### src/design/mdss_pkg.sv
package mdss_pkg;

   // default sizes
   localparam int ROWS_DEF     = 8;
   localparam int STEPS_DEF    = 16;
   localparam int PATTERNS_DEF = 8;
   localparam int SLOTS_DEF    = 16;

   localparam int MAX_DURATION   = 32;
   localparam int TICKS_PER_UNIT = 4;
   localparam int MAX_STEP_UNITS = 16;

   localparam logic [4:0] STEP_LENGTH_RST     = 5'd4;
   localparam logic [3:0] MIDI_CHANNEL_RST    = 4'd1;
   localparam logic [4:0] SEQUENCE_LENGTH_RST = 5'd4;

   typedef enum logic [2:0] {
      OP_TICK       = 3'd0,
      OP_START      = 3'd1,
      OP_STOP       = 3'd2,
      OP_RESET      = 3'd3,
      OP_WRITE_CELL = 3'd4,
      OP_WRITE_SLOT = 3'd5,
      OP_WRITE_ROW  = 3'd6
   } op_type;

   typedef enum logic [1:0] {
      CSR_STEP_LENGTH     = 2'd0,
      CSR_MIDI_CHANNEL    = 2'd1,
      CSR_SEQUENCE_LENGTH = 2'd2
   } csr_type;

   typedef enum logic [3:0] {
      ST_CLEAR,
      ST_IDLE,
      ST_CELL_RD,
      ST_CELL_WR,
      ST_SEQ_RD,
      ST_PAT_RD,
      ST_PLAY,
      ST_RELEASE,
      ST_FINISH
   } st_type;

   typedef enum logic [1:0] {
      HC_NONE,
      HC_TRIGGER,
      HC_COUNT
   } held_cmd_type;

   // what the row unit reports for the selected row
   typedef struct packed {
      logic [6:0] note;
      logic [6:0] velocity;
      logic       active;
      logic [3:0] held_ch;
      logic [6:0] held_note;
      logic       retrig_off;
      logic       cd_zero;
   } row_view_type;

   typedef struct packed {
      logic [6:0] velocity;
      logic [6:0] note;
      logic [3:0] channel;
   } msg_type;

endpackage

### src/design/midi_drum_step_sequencer_core.sv
// Channel  Dir  Handshake              Contents
// req      in   req_tvalid/req_tready  tuser: operation; tdata: command fields
// rsp      out  rsp_tvalid/rsp_tready  tdata: note message; tlast: last of tick
// csr      in   csr_we                 csr_index, csr_wdata
//
// A tick at the start of a step reads the chain and then the pattern memory while
// running, then makes a pass over the rows for note-ons (a re-triggered row first
// sends a note-off) and one for countdowns, all through a single row unit; stopped,
// it makes only the countdown pass. A cell write reads, then writes a pattern word.
// A stalled rsp side holds the row walk. After reset a clearing pass over every
// address zeroes the pattern and chain memories; req_tready stays low until done.
module midi_drum_step_sequencer_core #(
   parameter int ROWS     = mdss_pkg::ROWS_DEF,
   parameter int STEPS    = mdss_pkg::STEPS_DEF,
   parameter int PATTERNS = mdss_pkg::PATTERNS_DEF,
   parameter int SLOTS    = mdss_pkg::SLOTS_DEF
) (
   input  logic        clock,
   input  logic        reset,
   input  logic        req_tvalid,
   output logic        req_tready,
   // pattern_index, step_index, row_index, cell_on, slot_index,
   // note_number, note_velocity, note_duration
   input  logic [39:0] req_tdata,
   // operation
   input  logic [2:0]  req_tuser,
   output logic        rsp_tvalid,
   input  logic        rsp_tready,
   // channel_out, note_out, velocity_out
   output logic [23:0] rsp_tdata,
   output logic        rsp_tlast,
   input  logic        csr_we,
   input  logic [1:0]  csr_index,
   input  logic [4:0]  csr_wdata
);

   localparam int RW        = (ROWS > 1) ? $clog2(ROWS) : 1;
   localparam int SW        = $clog2(STEPS);
   localparam int PW        = (PATTERNS > 1) ? $clog2(PATTERNS) : 1;
   localparam int QW        = (SLOTS > 1) ? $clog2(SLOTS) : 1;
   localparam int PDEPTH    = PATTERNS * STEPS;
   localparam int AW        = $clog2(PDEPTH);
   localparam int CLR_DEPTH = (PDEPTH > SLOTS) ? PDEPTH : SLOTS;
   localparam int CLRW      = $clog2(CLR_DEPTH);
   localparam int LENW      = ($clog2(SLOTS + 1) > 5) ? $clog2(SLOTS + 1) : 5;

   // request fields
   logic [2:0] f_pat;
   logic [3:0] f_step;
   logic [2:0] f_row;
   logic       f_cell;
   logic [3:0] f_slot;
   logic [6:0] f_note;
   logic [6:0] f_vel;
   logic [5:0] f_dur;
   mdss_pkg::op_type f_op;

   assign f_pat  = req_tdata[2:0];
   assign f_step = req_tdata[6:3];
   assign f_row  = req_tdata[9:7];
   assign f_cell = req_tdata[10];
   assign f_slot = req_tdata[14:11];
   assign f_note = req_tdata[21:15];
   assign f_vel  = req_tdata[28:22];
   assign f_dur  = req_tdata[34:29];
   assign f_op   = mdss_pkg::op_type'(req_tuser);

   mdss_pkg::st_type state_ff, state_in;

   logic [5:0]      tick_ff, tick_in;
   logic [SW-1:0]   step_ff, step_in;
   logic [QW-1:0]   slot_ff, slot_in;
   logic            run_ff, run_in;
   logic            keep_ff, keep_in;
   logic [RW-1:0]   row_ff, row_in;
   logic            off_done_ff, off_done_in;
   logic [CLRW-1:0] clr_ff, clr_in;
   logic [AW-1:0]   cw_addr_ff, cw_addr_in;
   logic [RW-1:0]   cw_row_ff, cw_row_in;
   logic            cw_on_ff, cw_on_in;

   logic [4:0] step_len_ff;
   logic [3:0] chan_ff;
   logic [4:0] seq_len_ff;

   logic              pend_valid_ff, pend_valid_in;
   mdss_pkg::msg_type pend_ff, pend_in;
   logic              out_valid_ff, out_valid_in;
   mdss_pkg::msg_type out_ff, out_in;
   logic              out_last_ff, out_last_in;

   logic              out_free;
   logic              can_emit;
   logic              emit_req;
   mdss_pkg::msg_type emit_msg;
   logic              flush_req;

   // memory ports
   logic            pat_we, pat_re;
   logic [AW-1:0]   pat_waddr, pat_raddr;
   logic [ROWS-1:0] pat_wdata, pat_rdata, cw_mask;
   logic            seq_we, seq_re;
   logic [QW-1:0]   seq_waddr, seq_raddr;
   logic [PW-1:0]   seq_wdata, seq_rdata;

   // row unit
   logic                   set_we;
   mdss_pkg::held_cmd_type held_cmd;
   mdss_pkg::row_view_type view;

   // step timing
   logic [4:0]      units;
   logic [6:0]      terminal;
   logic [6:0]      tick_plus;
   logic [LENW-1:0] seq_len;
   logic [LENW-1:0] slot_plus;

   logic req_accept;
   logic stopping;

   mdss_ram #(.WIDTH(ROWS), .DEPTH(PDEPTH)) u_pat_ram (
      .clock (clock),
      .we    (pat_we),
      .waddr (pat_waddr),
      .wdata (pat_wdata),
      .re    (pat_re),
      .raddr (pat_raddr),
      .rdata (pat_rdata)
   );

   mdss_ram #(.WIDTH(PW), .DEPTH(SLOTS)) u_seq_ram (
      .clock (clock),
      .we    (seq_we),
      .waddr (seq_waddr),
      .wdata (seq_wdata),
      .re    (seq_re),
      .raddr (seq_raddr),
      .rdata (seq_rdata)
   );

   mdss_rows #(.ROWS(ROWS)) u_rows (
      .clock    (clock),
      .reset    (reset),
      .set_we   (set_we),
      .set_row  (RW'(f_row)),
      .set_note (f_note),
      .set_vel  (f_vel),
      .set_dur  (f_dur),
      .sel_row  (row_ff),
      .channel  (chan_ff),
      .cmd      (held_cmd),
      .view     (view)
   );

   assign req_tready = (state_ff == mdss_pkg::ST_IDLE);
   assign req_accept = req_tvalid && req_tready;

   assign out_free = !out_valid_ff || rsp_tready;
   // a new message pushes the pending one out, so both slots must allow it
   assign can_emit = !pend_valid_ff || out_free;
   assign flush_req = (state_ff == mdss_pkg::ST_FINISH);

   assign cw_mask = ROWS'(1) << cw_row_ff;
   assign stopping = (step_ff == '0) && !keep_ff;

   always_comb begin
      units = step_len_ff;
      if (step_len_ff == 5'd0) begin
         units = 5'd1;
      end else if (step_len_ff > 5'(mdss_pkg::MAX_STEP_UNITS)) begin
         units = 5'(mdss_pkg::MAX_STEP_UNITS);
      end
      terminal  = 7'(units * mdss_pkg::TICKS_PER_UNIT);
      tick_plus = {1'b0, tick_ff} + 7'd1;

      seq_len = LENW'(seq_len_ff);
      if (seq_len == '0) begin
         seq_len = LENW'(1);
      end else if (seq_len > LENW'(SLOTS)) begin
         seq_len = LENW'(SLOTS);
      end
      slot_plus = LENW'(slot_ff) + LENW'(1);
   end

   // sequencer
   always_comb begin
      state_in    = state_ff;
      tick_in     = tick_ff;
      step_in     = step_ff;
      slot_in     = slot_ff;
      run_in      = run_ff;
      keep_in     = keep_ff;
      row_in      = row_ff;
      off_done_in = off_done_ff;
      clr_in      = clr_ff;
      cw_addr_in  = cw_addr_ff;
      cw_row_in   = cw_row_ff;
      cw_on_in    = cw_on_ff;

      pat_we    = 1'b0;
      pat_waddr = cw_addr_ff;
      pat_wdata = '0;
      pat_re    = 1'b0;
      pat_raddr = cw_addr_ff;
      seq_we    = 1'b0;
      seq_waddr = QW'(f_slot);
      seq_wdata = PW'(f_pat);
      seq_re    = 1'b0;
      seq_raddr = slot_ff;
      set_we    = 1'b0;
      held_cmd  = mdss_pkg::HC_NONE;
      emit_req  = 1'b0;
      emit_msg  = '{velocity: 7'd0, note: view.held_note, channel: view.held_ch};

      unique case (state_ff)
         mdss_pkg::ST_CLEAR: begin
            pat_we    = (int'(clr_ff) < PDEPTH);
            pat_waddr = clr_ff[AW-1:0];
            seq_we    = (int'(clr_ff) < SLOTS);
            seq_waddr = clr_ff[QW-1:0];
            seq_wdata = '0;
            clr_in    = clr_ff + CLRW'(1);
            if (clr_ff == CLRW'(CLR_DEPTH - 1)) begin
               state_in = mdss_pkg::ST_IDLE;
            end
         end

         mdss_pkg::ST_IDLE: begin
            if (req_accept) begin
               row_in      = '0;
               off_done_in = 1'b0;
               unique case (f_op)
                  mdss_pkg::OP_TICK: begin
                     if (tick_ff == '0) begin
                        if (stopping) begin
                           run_in  = 1'b0;
                           keep_in = 1'b0;
                           step_in = '0;
                           slot_in = '0;
                        end
                        state_in = (run_ff && !stopping) ? mdss_pkg::ST_SEQ_RD :
                                                           mdss_pkg::ST_RELEASE;
                     end else begin
                        state_in = mdss_pkg::ST_FINISH;
                     end
                  end
                  mdss_pkg::OP_START: begin
                     run_in  = 1'b1;
                     keep_in = 1'b1;
                  end
                  mdss_pkg::OP_STOP: begin
                     keep_in = 1'b0;
                  end
                  mdss_pkg::OP_RESET: begin
                     run_in  = 1'b0;
                     keep_in = 1'b0;
                     step_in = '0;
                     slot_in = '0;
                     tick_in = '0;
                  end
                  mdss_pkg::OP_WRITE_CELL: begin
                     if (int'(f_pat) < PATTERNS && int'(f_step) < STEPS &&
                         int'(f_row) < ROWS) begin
                        cw_addr_in = AW'(int'(f_pat) * STEPS + int'(f_step));
                        cw_row_in  = RW'(f_row);
                        cw_on_in   = f_cell;
                        state_in   = mdss_pkg::ST_CELL_RD;
                     end
                  end
                  mdss_pkg::OP_WRITE_SLOT: begin
                     seq_we = (int'(f_slot) < SLOTS) && (int'(f_pat) < PATTERNS);
                  end
                  mdss_pkg::OP_WRITE_ROW: begin
                     set_we = (int'(f_row) < ROWS);
                  end
                  default: begin
                  end
               endcase
            end
         end

         mdss_pkg::ST_CELL_RD: begin
            pat_re   = 1'b1;
            state_in = mdss_pkg::ST_CELL_WR;
         end

         mdss_pkg::ST_CELL_WR: begin
            pat_we    = 1'b1;
            pat_wdata = cw_on_ff ? (pat_rdata | cw_mask) : (pat_rdata & ~cw_mask);
            state_in  = mdss_pkg::ST_IDLE;
         end

         mdss_pkg::ST_SEQ_RD: begin
            seq_re   = 1'b1;
            state_in = mdss_pkg::ST_PAT_RD;
         end

         mdss_pkg::ST_PAT_RD: begin
            pat_re    = 1'b1;
            pat_raddr = AW'(int'(seq_rdata) * STEPS + int'(step_ff));
            state_in  = mdss_pkg::ST_PLAY;
         end

         mdss_pkg::ST_PLAY: begin
            if (!pat_rdata[row_ff]) begin
               row_in = row_ff + RW'(1);
               if (row_ff == RW'(ROWS - 1)) begin
                  row_in   = '0;
                  state_in = mdss_pkg::ST_RELEASE;
               end
            end else if (view.retrig_off && !off_done_ff) begin
               // release the old note of this row first
               emit_req = 1'b1;
               if (can_emit) begin
                  off_done_in = 1'b1;
               end
            end else begin
               emit_req = 1'b1;
               emit_msg = '{velocity: view.velocity, note: view.note, channel: chan_ff};
               if (can_emit) begin
                  held_cmd    = mdss_pkg::HC_TRIGGER;
                  off_done_in = 1'b0;
                  row_in      = row_ff + RW'(1);
                  if (row_ff == RW'(ROWS - 1)) begin
                     row_in   = '0;
                     state_in = mdss_pkg::ST_RELEASE;
                  end
               end
            end
         end

         mdss_pkg::ST_RELEASE: begin
            emit_req = view.active && view.cd_zero;
            if (!emit_req || can_emit) begin
               if (view.active) begin
                  held_cmd = mdss_pkg::HC_COUNT;
               end
               row_in = row_ff + RW'(1);
               if (row_ff == RW'(ROWS - 1)) begin
                  row_in   = '0;
                  state_in = mdss_pkg::ST_FINISH;
               end
            end
         end

         mdss_pkg::ST_FINISH: begin
            if (can_emit) begin
               state_in = mdss_pkg::ST_IDLE;
               if (tick_plus >= terminal) begin
                  tick_in = '0;
                  if (run_ff) begin
                     step_in = step_ff + SW'(1);
                     if (step_ff == SW'(STEPS - 1)) begin
                        step_in = '0;
                        slot_in = (slot_plus >= seq_len) ? '0 : QW'(slot_plus);
                     end
                  end
               end else begin
                  tick_in = tick_plus[5:0];
               end
            end
         end

         default: begin
            state_in = mdss_pkg::ST_IDLE;
         end
      endcase
   end

   // one message is held back so the last one of a tick can be marked
   always_comb begin
      out_valid_in  = out_valid_ff && !rsp_tready;
      out_in        = out_ff;
      out_last_in   = out_last_ff;
      pend_valid_in = pend_valid_ff;
      pend_in       = pend_ff;
      if (emit_req && can_emit) begin
         if (pend_valid_ff) begin
            out_valid_in = 1'b1;
            out_in       = pend_ff;
            out_last_in  = 1'b0;
         end
         pend_valid_in = 1'b1;
         pend_in       = emit_msg;
      end else if (flush_req && pend_valid_ff && out_free) begin
         out_valid_in  = 1'b1;
         out_in        = pend_ff;
         out_last_in   = 1'b1;
         pend_valid_in = 1'b0;
      end
   end

   always_ff @(posedge clock) begin
      if (reset) begin
         state_ff      <= mdss_pkg::ST_CLEAR;
         tick_ff       <= '0;
         step_ff       <= '0;
         slot_ff       <= '0;
         run_ff        <= 1'b0;
         keep_ff       <= 1'b0;
         row_ff        <= '0;
         off_done_ff   <= 1'b0;
         clr_ff        <= '0;
         pend_valid_ff <= 1'b0;
         out_valid_ff  <= 1'b0;
         step_len_ff   <= mdss_pkg::STEP_LENGTH_RST;
         chan_ff       <= mdss_pkg::MIDI_CHANNEL_RST;
         seq_len_ff    <= mdss_pkg::SEQUENCE_LENGTH_RST;
      end else begin
         state_ff      <= state_in;
         tick_ff       <= tick_in;
         step_ff       <= step_in;
         slot_ff       <= slot_in;
         run_ff        <= run_in;
         keep_ff       <= keep_in;
         row_ff        <= row_in;
         off_done_ff   <= off_done_in;
         clr_ff        <= clr_in;
         pend_valid_ff <= pend_valid_in;
         out_valid_ff  <= out_valid_in;
         if (csr_we) begin
            unique case (mdss_pkg::csr_type'(csr_index))
               mdss_pkg::CSR_STEP_LENGTH:     step_len_ff <= csr_wdata;
               mdss_pkg::CSR_MIDI_CHANNEL:    chan_ff     <= csr_wdata[3:0];
               mdss_pkg::CSR_SEQUENCE_LENGTH: seq_len_ff  <= csr_wdata;
               default: begin
               end
            endcase
         end
      end
   end

   always_ff @(posedge clock) begin
      cw_addr_ff  <= cw_addr_in;
      cw_row_ff   <= cw_row_in;
      cw_on_ff    <= cw_on_in;
      pend_ff     <= pend_in;
      out_ff      <= out_in;
      out_last_ff <= out_last_in;
   end

   assign rsp_tvalid = out_valid_ff;
   assign rsp_tdata  = {6'd0, out_ff.velocity, out_ff.note, out_ff.channel};
   assign rsp_tlast  = out_last_ff;

   a_clear_quiet: assert property (@(posedge clock) disable iff (reset)
      (state_ff == mdss_pkg::ST_CLEAR) |-> !rsp_tvalid)
      else $error("message during clearing pass");

   a_idle_no_pending: assert property (@(posedge clock) disable iff (reset)
      (state_ff == mdss_pkg::ST_IDLE) |-> !pend_valid_ff)
      else $error("held-back message left at end of tick");

   a_flush_marks_last: assert property (@(posedge clock) disable iff (reset)
      (state_ff == mdss_pkg::ST_FINISH && pend_valid_ff && out_free)
      |=> (rsp_tvalid && rsp_tlast))
      else $error("final message of tick not marked last");

   a_keep_implies_run: assert property (@(posedge clock) disable iff (reset)
      keep_ff |-> run_ff)
      else $error("keep_running set while stopped");

   a_row_in_range: assert property (@(posedge clock) disable iff (reset)
      (state_ff == mdss_pkg::ST_PLAY || state_ff == mdss_pkg::ST_RELEASE)
      |-> (int'(row_ff) < ROWS))
      else $error("row counter out of range");

endmodule

### src/design/mdss_ram.sv
module mdss_ram #(
   parameter int WIDTH = mdss_pkg::ROWS_DEF,
   parameter int DEPTH = mdss_pkg::PATTERNS_DEF * mdss_pkg::STEPS_DEF,
   localparam int AW = (DEPTH > 1) ? $clog2(DEPTH) : 1
) (
   input  logic             clock,
   input  logic             we,
   input  logic [AW-1:0]    waddr,
   input  logic [WIDTH-1:0] wdata,
   input  logic             re,
   input  logic [AW-1:0]    raddr,
   output logic [WIDTH-1:0] rdata
);

   logic [WIDTH-1:0] mem_ff [DEPTH];
   logic [WIDTH-1:0] rdata_ff;

   always_ff @(posedge clock) begin
      if (we) begin
         mem_ff[waddr] <= wdata;
      end
      if (re) begin
         rdata_ff <= mem_ff[raddr];
      end
   end

   assign rdata = rdata_ff;

endmodule

### src/design/mdss_rows.sv
module mdss_rows #(
   parameter int ROWS = mdss_pkg::ROWS_DEF,
   localparam int RW = (ROWS > 1) ? $clog2(ROWS) : 1
) (
   input  logic                       clock,
   input  logic                       reset,
   input  logic                       set_we,
   input  logic [RW-1:0]              set_row,
   input  logic [6:0]                 set_note,
   input  logic [6:0]                 set_vel,
   input  logic [5:0]                 set_dur,
   input  logic [RW-1:0]              sel_row,
   input  logic [3:0]                 channel,
   input  mdss_pkg::held_cmd_type     cmd,
   output mdss_pkg::row_view_type     view
);

   logic [6:0]      note_ff  [ROWS];
   logic [6:0]      vel_ff   [ROWS];
   logic [5:0]      dur_ff   [ROWS];
   logic [ROWS-1:0] active_ff;
   logic [3:0]      hch_ff   [ROWS];
   logic [6:0]      hnote_ff [ROWS];
   logic [5:0]      cd_ff    [ROWS];

   logic       active_in;
   logic [3:0] hch_in;
   logic [6:0] hnote_in;
   logic [5:0] cd_in;
   logic [5:0] dur_sat;
   logic       cd_zero;

   assign dur_sat = (set_dur > 6'(mdss_pkg::MAX_DURATION)) ?
                    6'(mdss_pkg::MAX_DURATION) : set_dur;

   // shared compare / decrement unit, applied to one row per cycle
   assign cd_zero = (cd_ff[sel_row] == 6'd0);

   always_comb begin
      active_in = active_ff[sel_row];
      hch_in    = hch_ff[sel_row];
      hnote_in  = hnote_ff[sel_row];
      cd_in     = cd_ff[sel_row];
      unique case (cmd)
         mdss_pkg::HC_TRIGGER: begin
            active_in = 1'b1;
            hch_in    = channel;
            hnote_in  = note_ff[sel_row];
            cd_in     = dur_ff[sel_row];
         end
         mdss_pkg::HC_COUNT: begin
            active_in = !cd_zero;
            if (!cd_zero) begin
               cd_in = cd_ff[sel_row] - 6'd1;
            end
         end
         default: begin
         end
      endcase
   end

   always_comb begin
      view.note       = note_ff[sel_row];
      view.velocity   = vel_ff[sel_row];
      view.active     = active_ff[sel_row];
      view.held_ch    = hch_ff[sel_row];
      view.held_note  = hnote_ff[sel_row];
      view.retrig_off = active_ff[sel_row] &&
                        ((hch_ff[sel_row] != channel) || (hnote_ff[sel_row] != note_ff[sel_row]));
      view.cd_zero    = cd_zero;
   end

   always_ff @(posedge clock) begin
      if (reset) begin
         for (int i = 0; i < ROWS; i++) begin
            note_ff[i] <= '0;
            vel_ff[i]  <= '0;
            dur_ff[i]  <= '0;
         end
         active_ff <= '0;
      end else begin
         if (set_we) begin
            note_ff[set_row] <= set_note;
            vel_ff[set_row]  <= set_vel;
            dur_ff[set_row]  <= dur_sat;
         end
         if (cmd != mdss_pkg::HC_NONE) begin
            active_ff[sel_row] <= active_in;
            hch_ff[sel_row]    <= hch_in;
            hnote_ff[sel_row]  <= hnote_in;
            cd_ff[sel_row]     <= cd_in;
         end
      end
   end

endmodule
### config.mk
export PLATFORM = sky130hd
export DESIGN_NAME = midi_drum_step_sequencer_core
export DESIGN_NICKNAME = d
export VERILOG_FILES = /design/src/design/mdss_pkg.sv /design/src/design/midi_drum_step_sequencer_core.sv /design/src/design/mdss_ram.sv /design/src/design/mdss_rows.sv
export SDC_FILE = /design/constraint.sdc
export NUM_CORES = 2
export LEC_CHECK = 0
export BUFFER_PORTS_ARGS = -buffer_cell sky130_fd_sc_hd__buf_2
export CAP_MARGIN = 10
export CORE_ASPECT_RATIO = 0.8
export CORE_UTILIZATION = 42
export CTS_CLUSTER_DIAMETER = 30
export DETAILED_ROUTE_END_ITERATION = 16
export PLACE_DENSITY_LB_ADDON = 0.2
export SYNTH_ARGS = -nofsm -noshare
export SYNTH_HDL_FRONTEND = slang
export SYNTH_SLANG_ARGS = --single-unit
### constraint.sdc
create_clock -name clock -period 9.9 [get_ports clock]
set_clock_uncertainty 0.2 [all_clocks]
set_input_delay 0.99 -clock clock [delete_from_list [all_inputs] [get_ports clock]]
set_output_delay 0.99 -clock clock [all_outputs]
set_load 0.005 [all_outputs]
==> results.yml <==
routing:
  via_count: 38000
  via_per_inst: 5.71
  drt_iter0_drc: 4308
  first_pass_iters: 5
  routedWlPerCell_um: 25.2
  ant_nets: 0
  drc: 0
  wirelength_um: 168000
sta:
  rsz0062_at_grt: "false"
  fmax_mhz: 163
  setup_ws_ps: 3770
  fin_tns_setup_ps: 0
  slew_headroom: 0.137
  min_period_ps: 6130
  slew_violations: 0
  tightest_slew_ps: 1280
  post-route-period-util: 0.619
  hold_viol_final: 0
  setup_viol: 0
floorplanning:
  fp-row-count: 124
  fp.dieW_um: 428
  dieArea_um2: 146000
  core_area_um2: 143000
  die_h_um: 342
  io_pins: 82
  initial_core_util: 0.424
logic_synthesis:
  seq_area_frac_synth: 0.723
  synth_ff_type: "edfxtp_1"
  synth_top_area_frac: 0.704
  yosys-top-cells-area: "edfxtp_1, nand2_1, mux4_2"
  async_flop_share: 0
  netlist_area_um2: 60800
  yosysUniqueCellTypes: 74
  synth_top_cells_by_count: "edfxtp_1, nand2_1, nor2_1"
  yosys.area.top_type: "edfxtp_1"
  syn_inst: 4343
  avgSynthCellArea_um2: 14.0
  yosysMostFrequentCell: "edfxtp_1"
  synth_warnings: 0
  synth-seq-cells: 1485
  synth-edff-count: 1427
placement:
  place_hpwl_um: 97300
  gp_congestion: 0.820
  port_buffers: 70
  post-place-ws_ps: 3720
  dpl_cell_area_um2: 63400
power_and_ir_drop:
  power_mw: 16.7
  ir_drop_v: 0.000133
  leakage_nw: 23.8
  pwr_density_cell_nw_per_um2: 228
critical_path:
  r2r_cells: 11
  required_ps: 10270
  cp_max_fo: 31
  rrSetupSlack_ps: 3770
  critPathArrivalTime_ps: 6510
  critPathKind: "reg -> reg"
  startpoint_type: "flip-flop"
  reg2reg_to: "u_rows.cd_ff[4][0]"
  end_kind: "flip-flop"
finish:
  stdcell_area_um2: 73000
  regArea_um2: 44000
  synthToLayoutAreaGrowth_pct: 20.0
  multiInputGateArea_um2: 15900
  fin_nets: 4615
  fillers: 12100
  drive_above_1_share: 0.166
global_route:
  grt.total_usage: 0.227
  grt_pass1_wl_um: 245000
  grt_overflow_total: 0
  grt_pass1_vias: 36400
  antenna_found_initial: 10
  grt_max_degree: 111
status:
  status: "complete, no violations"
hold_path:
  hp-class: "in -> reg"
  hold_start: "req_tdata[3]"
  hold_path_end: "cw_addr_ff[0]"
  min_path_cells: 1
cts:
  post_cts_resized: 0
  clkSlewWorstSetupHoldPaths_ps: 50
  cts_setup_buffers: 0
  cts_sinks: 1485
  cts_hold_buf: 0
  ctsRootBufferMaster: "clkbuf_16"
  cts_made_buffers: 298
  cts_max_level: 5
  worstSkewPairLatency_ps: 890
  cts_buffer_depth: 4
  cts_tree: "built"
run:
  cap_viol_max_count: 0
cells in the final DEF (no fill, tap or decap), drive strengths merged, types with 8 or more instances in the layout:
cell type | Yosys | final
edfxtp | 1427 | 1427
a32oi | 68 | 68
a21oi | 45 | 45
nor3 | 33 | 33
mux4 | 96 | 96
nor3b | 11 | 11
nand2 | 884 | 884
nand4 | 86 | 86
nand3b | 16 | 16
xnor2 | 19 | 19
a221oi | 8 | 8
and3 | 130 | 130
mux2 | 21 | 21
clkinvlp | 0 | 24
nor2b | 20 | 20
clkbuf | 162 | 334
a21o | 10 | 10
bufinv | 0 | 32
nand3 | 274 | 274
a31oi | 118 | 118
buf | 110 | 161
xor2 | 11 | 11
a211oi | 14 | 14
clkinv | 0 | 103
nand2b | 19 | 19
ha | 23 | 23
inv | 26 | 48
mux2i | 148 | 148
nor2 | 280 | 280
a311oi | 19 | 19
o221ai | 15 | 15
dfxtp | 58 | 58
o21ai | 50 | 50
and2 | 41 | 41
or4 | 9 | 9
a22oi | 11 | 11
o211ai | 14 | 14
metal layers:
metal / GRT usage / share of wire / routed length (um) / vias to the layer above
met1: 0.347 / 0.46 / 76600 / 19200
li1: - / - / - / 16900
met5: 0 / 0 / 0 / -
met3: 0.0454 / 0.084 / 14100 / 295
met4: 0.0669 / 0.022 / 3680 / 0
met2: 0.325 / 0.44 / 73400 / 1587
final cells by class:
cell class,instances,share of cell area
antenna,7,0.000240
clock buffer,334,0.106
clock inverter,181,0.0257
inverter,26,0.00134
multi-input combinational,2565,0.217
sequential,1485,0.603
tap,1890,0.0324
timing repair buffer,161,0.0145
state kept, by name, summed over array words and instances (netlist names), 6 cells and up, named ones only:
name,count
u_pat_ram.mem_ff,1024
u_rows.hnote_ff,56
u_rows.note_ff,56
u_rows.vel_ff,56
u_rows.cd_ff,48
u_rows.dur_ff,48
u_seq_ram.mem_ff,48
u_rows.hch_ff,32
pend_ff,18
rsp_tdata,18
u_pat_ram.rdata,8
u_rows.active_ff,8
clr_ff,7
cw_addr_ff,7
tick_ff,6
power breakdown:
| group | switching, mW | internal [mW] |
|---|---|---|
| clock network | 3.19 | 6.41 |
| logic | 0.137 | 0.0427 |
| registers | 0.0152 | 6.85 |
metrics by stage:
step                      utilization  hold WS [ps]  instances
after floorplan                     -           200       4348
after global placement          0.442           202       6127
final                           0.509           155       6649
after global routing            0.509           121       6643
after detailed placement        0.442           205       6127
after CTS                       0.509           103       6642
how the worst max path moves through the flow:
stage	from	to	slack, ps	cells after the start
2_1_floorplan	state_ff[0]	u_pat_ram.mem_ff[0][0]	4950	4
3_3_place_gp	flip-flop	u_rows.cd_ff[4][0]	3840	11
3_5_place_dp	flip-flop	u_rows.cd_ff[4][0]	3720	11
4_1_cts	flip-flop	u_rows.cd_ff[4][0]	3680	11
5_1_grt	flip-flop	u_rows.cd_ff[4][0]	3350	11
6_report	flip-flop	u_rows.cd_ff[4][0]	3770	11
worst max-delay path, cell delays in order, from the launching register on:
cell and delay (ps):
dfxtp_4 690, buf_4 600, mux4_2 580, mux2i_1 520, xor2_1 150, or4_4 620, nor3_4 190, o21ai_4 300
nor2_1 200, ha_1 920, nand2_1 230, o221ai_1 600
kinds of logic (layout without fill, tap and decap cells):
group | Yosys count | after routing | share of synthesized area
XOR/XNOR | 30 | 30 | 0.00432
buffers and inverters | 298 | 702 | 0.0204
flip-flops | 1485 | 1485 | 0.723
multiplexers | 265 | 265 | 0.0641
other | 1 | 13 | 0.0000616
AND/OR/NAND/NOR | 1830 | 1830 | 0.136
adder cells (fa/ha/maj) | 23 | 23 | 0.00473
AO/OA/AOI/OAI | 411 | 411 | 0.0474
Note: power is estimated with default switching activity, not from simulation.
